===== src/design/drbc_pkg.sv =====
// ============================================================================
// drbc_pkg
// Shared widths, codes and control types of the descriptor ring binding cache.
// ============================================================================
package drbc_pkg;

    localparam int CFG_W       = 9;
    localparam int HEAP_IDX_W  = 4;
    localparam int ELEM_W      = 8;
    localparam int SLOT_OUT_W  = 8;
    localparam int STATUS_W    = 2;
    localparam int APB_ADDR_W  = 3;
    localparam int APB_DATA_W  = 32;
    localparam int REG_SEL_BIT = 2;

    localparam logic [CFG_W-1:0] CFG_RESET = 9'd256;

    localparam logic CMD_CREATE = 1'b0;
    localparam logic CMD_BIND   = 1'b1;

    localparam logic REG_RING_SIZE = 1'b0;
    localparam logic REG_HEAP_SIZE = 1'b1;

    typedef enum logic [STATUS_W-1:0] {
        ST_OK       = 2'd0,
        ST_NO_SPACE = 2'd1,
        ST_UNKNOWN  = 2'd2
    } t_status;

    typedef struct packed {
        t_status                 status;
        logic                    hit;
        logic [HEAP_IDX_W-1:0]   heap_index;
        logic [ELEM_W-1:0]       element_index;
        logic [SLOT_OUT_W-1:0]   ring_slot;
    } t_rsp;

    typedef struct packed {
        logic load_in;
        logic read;
        logic eval;
        logic link;
        logic emit;
    } t_dp_cmd;

    typedef struct packed {
        logic read_final;
        logic eval_hit;
        logic out_free;
    } t_dp_stat;

endpackage


===== src/design/drbc_ctrl.sv =====
// ============================================================================
// drbc_ctrl
// Sequencer: steps one item through read, then evaluate and link as needed, and emit.
// ============================================================================
module drbc_ctrl import drbc_pkg::*; (
    input  logic     i_clk,
    input  logic     i_rst_n,
    input  logic     i_in_valid,
    output logic     o_in_ready,
    input  t_dp_stat i_stat,
    output t_dp_cmd  o_cmd
);

    typedef enum logic [4:0] {
        S_IDLE = 5'b00001,
        S_READ = 5'b00010,
        S_EVAL = 5'b00100,
        S_LINK = 5'b01000,
        S_DONE = 5'b10000
    } t_state;

    t_state r_state;
    t_state n_state;

    always_comb begin
        n_state = r_state;
        o_cmd   = '0;
        unique case (r_state)
            S_IDLE: begin
                if (i_in_valid) begin
                    o_cmd.load_in = 1'b1;
                    n_state       = S_READ;
                end
            end
            S_READ: begin
                o_cmd.read = 1'b1;
                n_state    = i_stat.read_final ? S_DONE : S_EVAL;
            end
            S_EVAL: begin
                o_cmd.eval = 1'b1;
                n_state    = i_stat.eval_hit ? S_DONE : S_LINK;
            end
            S_LINK: begin
                o_cmd.link = 1'b1;
                n_state    = S_DONE;
            end
            S_DONE: begin
                if (i_stat.out_free) begin
                    o_cmd.emit = 1'b1;
                    n_state    = S_IDLE;
                end
            end
            default: n_state = S_IDLE;
        endcase
    end

    always_ff @(posedge i_clk) begin
        if (!i_rst_n) begin
            r_state <= S_IDLE;
        end else begin
            r_state <= n_state;
        end
    end

    assign o_in_ready = (r_state == S_IDLE);

endmodule


===== config.mk =====
export PLATFORM = sky130hd
export DESIGN_NAME = drbc_ctrl
export DESIGN_NICKNAME = d
export VERILOG_FILES = /design/src/design/drbc_pkg.sv /design/src/design/drbc_ctrl.sv
export SDC_FILE = /design/constraint.sdc
export NUM_CORES = 1
export LEC_CHECK = 0
export BUFFER_PORTS_ARGS = -buffer_cell sky130_fd_sc_hd__buf_4
export CAP_MARGIN = 20
export CORE_AREA = 2 2 39 41
export CTS_CLUSTER_DIAMETER = 40
export DETAILED_ROUTE_END_ITERATION = 8
export DIE_AREA = 0 0 41 43
export MAX_ROUTING_LAYER = met4
export SKIP_CTS_REPAIR_TIMING = 1
export SLEW_MARGIN = 15
export SYNTH_ARGS = -nofsm -noshare
export SYNTH_HDL_FRONTEND = slang
export SYNTH_SLANG_ARGS = --single-unit

===== constraint.sdc =====
create_clock -name i_clk -period 3 [get_ports i_clk]
set_input_delay 0.15 -clock i_clk [delete_from_list [all_inputs] [get_ports i_clk]]
set_output_delay 0.15 -clock i_clk [all_outputs]
set_load 0.005 [all_outputs]

==> results.tsv, run 1 <==
metric	value	unit
layout cells sized above 1	36.73	%
Crit Path Class	reg2out	
setup ws final	1536	ps
Max Freq	683.2	MHz
Hold Crit Class	in2reg	
CP Depth	5	
biggest regs	r_state: 5 flops	
drt drc	0	
worst-margin pin slew	379.4	ps
Synth Cell Area	282.8	sq um
fin crit share	48.79	%
FP Rows	14	
Setup Slack @ Placement	1795	ps
Post-DRT Antenna Nets	0	
dpl hpwl	504.9	um
status	complete, no violations	
Die X	41	um
CP delay by family, top	simple AND/OR/NAND/NOR gates	
critical path, cell by cell	nor2_1 -> nand4bb_2 -> inv_2 -> and2_4 -> buf_4	
CTS H-tree lvls	1	
post-synthesis adder-cell area fraction	0	%
largest net degree at the start of global routing	9	
design area	411.6	sq um
final wirelength	637	um
Antenna Cells	0	
CTS Buffer Depth	2	
Clk network pwr share	43.8	%
vias in the first global route	249	
number of max-cap violations	0	
Synth Instances	34	
GR Overflow Total	0	
largest register by flop count	r_state	
Post-layout nets	56	
Cells on Worst Hold Path	2	
Worst setup SP type	flop	
switching share of power	23.10	%
first-pass GRT wire length	917	um
TritonCTS buffer count	3	
max reg flops	5	
routed vias/inst	4.631	
Root Buffer Master	clkbuf_4	
CP bufs+invs	2	
dpl cells	61	
CTS tree	done	
Crit. End Element	output port	
Worst IR Drop VDD	145.0	uV
Initial DRC Count	1	
global-route usage over all layers	8.557	%
Synth Area in Simple Gates	41.59	%
largest family of logic cells by synthesized area	simple AND/OR/NAND/NOR gates	
TNS Setup	0	ps
Final setup viols	0	
placer congestion estimate	0.7006	
LEAKAGE	0.1952	nW
non-filler cells, final	65	
CTS Sinks	5	
Net Sw Power	0.04030	mW
Critical Path AT	1310	ps
Comb power frac	15.0	%
Syn Nets	40	
final hold violations	0	
FILL cells	158	
power per cell area	423.8	mW/mm^2
synth warn	0	
library cells used by synthesis	21	
Final Slew Violations	0	
WP data required	2850	ps
Area Growth Syn to Fin	45.58	%
register area share after synthesis	35.40	%
Final Skew	2.200	ps
multiplexer share of the synthesized area	0	%
post-synthesis compound-gate area fraction	14.60	%
Core Region	0.001384	sq mm
sequential share of power	41.2	%
num ports	12	
critical path fanouts, max	6	
drt pass-1 iters	2	
Die ar.	0.001763	sq mm
Post-DP Area	385.4	sq um
Mapped Avg Cell Area	8.317	sq um
Final min period	1464	ps
via count	301	
max incr delay on CP	340	ps
initial antenna violation count	0	
Die H	43	um
register bit count reported by yosys	5	
post-synthesis xor/xnor area fraction	3.097	%
WL/cell	9.800	um
Internal	0.1342	mW
initial core utilization	20.43	%
RSZ-0062 raised after global routing	false	
port bufs	11	
Worst-path clk slew	40	ps
FF-to-FF path depth	5	
Clock Latency Late Sink	240	ps
Slew HR	74.05	%
Worst path slowest cell	dfxtp_1	
cells in the final DEF, fill, tap and decap left out:
| master | netlist | final |
|---|---|---|
| o21a_1 | 1 | 1 |
| and2_4 | 1 | 1 |
| nand4bb_2 | 1 | 1 |
| nand2b_1 | 1 | 1 |
| nand3_1 | 2 | 2 |
| clkbuf_4 | 0 | 3 |
| a2111oi_0 | 1 | 1 |
| xnor2_1 | 1 | 1 |
| inv_2 | 1 | 1 |
| clkbuf_1 | 0 | 1 |
| o211ai_1 | 1 | 1 |
| nand3b_1 | 1 | 1 |
| buf_4 | 0 | 11 |
| nor2_1 | 5 | 5 |
| dfxtp_1 | 5 | 5 |
| nand4b_1 | 1 | 1 |
| inv_1 | 3 | 3 |
| nor3_1 | 2 | 2 |
| and4_1 | 1 | 1 |
| and3_1 | 2 | 2 |
| nor4_1 | 1 | 1 |
| o21ai_1 | 1 | 1 |
| o31ai_2 | 1 | 1 |
| nand2_1 | 1 | 1 |
stage by stage:
step                hold WS (ps)  power [mW]  util (%)
CTS                        74.86      0.1787     29.75
floorplan                  215.0     0.08576         -
global route               80.25      0.1824     29.75
finish                     82.61      0.1745     29.75
detailed placement         329.9     0.09915     27.85
global placement           330.9     0.09888     27.85
routing by layer:
metal,wire length [um],GRT usage (%)
met5,0,-
met4,4,10.00
met1,300,10.03
met3,54,1.571
met2,278,10.63
cells in the mapped netlist:
cell type,count,area (sq um)
nor2_1,5,18.77
nor4_1,1,6.260
nand3_1,2,10.01
nand4b_1,1,8.760
a2111oi_0,1,8.760
and2_4,1,8.760
dfxtp_1,5,100.1
and4_1,1,8.760
nand4bb_2,1,16.27
nand2_1,1,3.750
xnor2_1,1,8.760
o31ai_2,1,12.51
inv_1,3,11.26
nand3b_1,1,7.510
o21ai_1,1,5.000
inv_2,1,3.750
and3_1,2,12.51
nand2b_1,1,6.260
o21a_1,1,7.510
nor3_1,2,10.01
o211ai_1,1,7.510
final timing paths:
check,start,end,slack [ps]
max,r_state[1],o_cmd[4],1540
min,i_stat[1],r_state[3],80
max reg2reg,r_state[1],r_state[0],1850
min reg2reg,r_state[2],r_state[3],590
power groups by stage:
stage          logic [mW]  clock network (mW)  registers, mW
2_1_floorplan      0.0135                   0         0.0723
3_3_place_gp       0.0262                   0         0.0727
3_5_place_dp       0.0262                   0         0.0729
4_1_cts            0.0264              0.0805         0.0718
5_1_grt            0.0282              0.0820         0.0722
6_report           0.0262              0.0764         0.0718
area by class of cell:
| type | instances | area, sq um | share of cell area, % |
|---|---|---|---|
| multi-input cells | 25 | 167.7 | 40.73 |
| well taps | 16 | 20.02 | 4.863 |
| repair buffers | 11 | 82.58 | 20.06 |
| flip-flops and latches | 5 | 100.1 | 24.32 |
| clock buffers | 4 | 26.28 | 6.383 |
| inverters | 4 | 15.01 | 3.647 |
kinds of logic after synthesis:
| family | Yosys count |
|---|---|
| buffers and inverters | 4 |
| DFF | 5 |
| AOI/OAI and AO/OA | 5 |
| xor gates and xnor gates | 1 |
| and+or+nand+nor | 19 |
Note: power is estimated with default switching activity, not from simulation.
==> run 2, diff against run 1 <==
==> constraint.sdc (replaced) <==
create_clock -name i_clk -period 1.46 [get_ports i_clk]
set_input_delay 0.073 -clock i_clk [delete_from_list [all_inputs] [get_ports i_clk]]
set_output_delay 0.073 -clock i_clk [all_outputs]
set_load 0.005 [all_outputs]
==> results.tsv, run 2 (synthesized netlist as in run 1, its figures left out) <==
metric	value	unit
R2R Setup Slk	300	ps
Die ar.	0.001763	sq mm
Post-layout nets	56	
Final min period	1333	ps
power per cell area	858.4	mW/mm^2
CP startpoint	r_state[1]	
WP data required	1390	ps
Setup Slack @ Placement	275.7	ps
TritonCTS buffer count	3	
Area Growth Syn to Fin	46.46	%
max incr delay on CP	360	ps
Critical Path AT	1260	ps
vias in the first global route	236	
Post-DRT Antenna Nets	0	
commonest non-fill, non-tap cell in the layout	buf_4	
WL/cell	9.446	um
design area	414.1	sq um
first-pass GRT wire length	986	um
Core Region	0.001384	sq mm
critical path, cell by cell	nor2_2 -> nand4bb_2 -> inv_2 -> and2_4 -> buf_4	
Worst path slowest cell	dfxtp_1	
Slew HR	73.71	%
placer congestion estimate	0.7302	
end of the critical path	o_cmd[4]	
drt drc	0	
Net Sw Power	0.07959	mW
GR Overflow Total	0	
Final setup viols	0	
LEAKAGE	0.1959	nW
Crit. End Element	output port	
FF-to-FF path depth	3	
Final Skew	0.4313	ps
worst-margin pin slew	384.3	ps
CTS Sinks	5	
CTS tree	done	
Root Buffer Master	clkbuf_4	
r2r startpoint	r_state[1]	
sequential share of power	41.7	%
Clk network pwr share	43.2	%
setup ws final	127.0	ps
final hold violations	0	
number of max-cap violations	0	
num ports	12	
Worst setup SP type	flop	
status	complete, no violations	
FP Rows	14	
Max Freq	750.2	MHz
most frequent cells in the layout	buf_4, dfxtp_1, nor2_1	
largest register by flop count	r_state	
Internal	0.2759	mW
drt pass-1 iters	4	
RSZ-0062 raised after global routing	false	
Crit Path Class	reg2out	
max reg flops	5	
Comb power frac	15.1	%
worst r2r dst	r_state[4]	
Hold WS	5.735	ps
CTS Buffer Depth	2	
initial core utilization	20.43	%
Die H	43	um
Worst IR Drop VDD	315.6	uV
Final Slew Violations	0	
Clock Latency Late Sink	240	ps
largest net degree at the start of global routing	9	
Worst-path clk slew	40	ps
Hold Crit Class	in2reg	
routed vias/inst	4.538	
TNS Setup	0	ps
critical path fanouts, max	6	
Antenna Cells	0	
CTS H-tree lvls	1	
final wirelength	614	um
layout cells sized above 1	38.78	%
global-route usage over all layers	9.053	%
Post-DP Area	385.4	sq um
biggest regs	r_state: 5 flops	
switching share of power	22.39	%
initial antenna violation count	0	
Die X	41	um
Cells on Worst Hold Path	2	
Initial DRC Count	9	
PnR Total Power	0.3555	mW
fin crit share	91.30	%
dpl hpwl	483.6	um
port bufs	11	
via count	295	
## run 2: worst min-delay path by stage
stage / start / end
after floorplan: i_rst_n / r_state[0]
after global routing: i_stat[1] / r_state[3]
after global placement: i_stat[1] / r_state[3]
final: i_stat[1] / r_state[3]
after CTS: i_stat[1] / r_state[3]
after detailed placement: i_stat[1] / r_state[3]
## run 2: critical path: cells and delay by family, from the launching register on
kind / cells / cell delay (ps)
flip-flops: 1 / 360
buffers and inverters: 2 / 190
AND/OR/NAND/NOR: 3 / 480
## run 2: cell type report
| class | count | area (sq um) |
|---|---|---|
| sequential | 5 | 100.1 |
| clock buffer | 4 | 26.28 |
| multi-input combinational | 25 | 170.2 |
| inverter | 4 | 15.01 |
| tap | 16 | 20.02 |
| timing repair buffer | 11 | 82.58 |
| fill | 159 | 969.7 |
## run 2: power by group through the flow
stage / clock, mW / combinational (mW) / sequential (mW)
3_5_place_dp: 0 / 0.0538 / 0.150
2_1_floorplan: 0 / 0.0277 / 0.149
3_3_place_gp: 0 / 0.0540 / 0.149
4_1_cts: 0.166 / 0.0541 / 0.148
6_report: 0.154 / 0.0536 / 0.148
5_1_grt: 0.170 / 0.0595 / 0.149
## run 2: metrics by stage
step	cells	utilization [%]
final	65	29.93
after global routing	65	29.93
after CTS	65	29.75
after detailed placement	61	27.85
after global placement	61	27.85
after floorplan	34	-
## run 2: per-layer routing
| metal | global-route usage [%] | vias up | routed length [um] | part of all wire (%) |
|---|---|---|---|---|
| met3 | 2.094 | 0 | 71 | 12 |
| met2 | 9.688 | 14 | 272 | 44 |
| met4 | 10.00 | 0 | 0 | 0 |
| met1 | 12.22 | 129 | 271 | 44 |
| li1 | - | 152 | - | - |
| met5 | - | - | 0 | 0 |
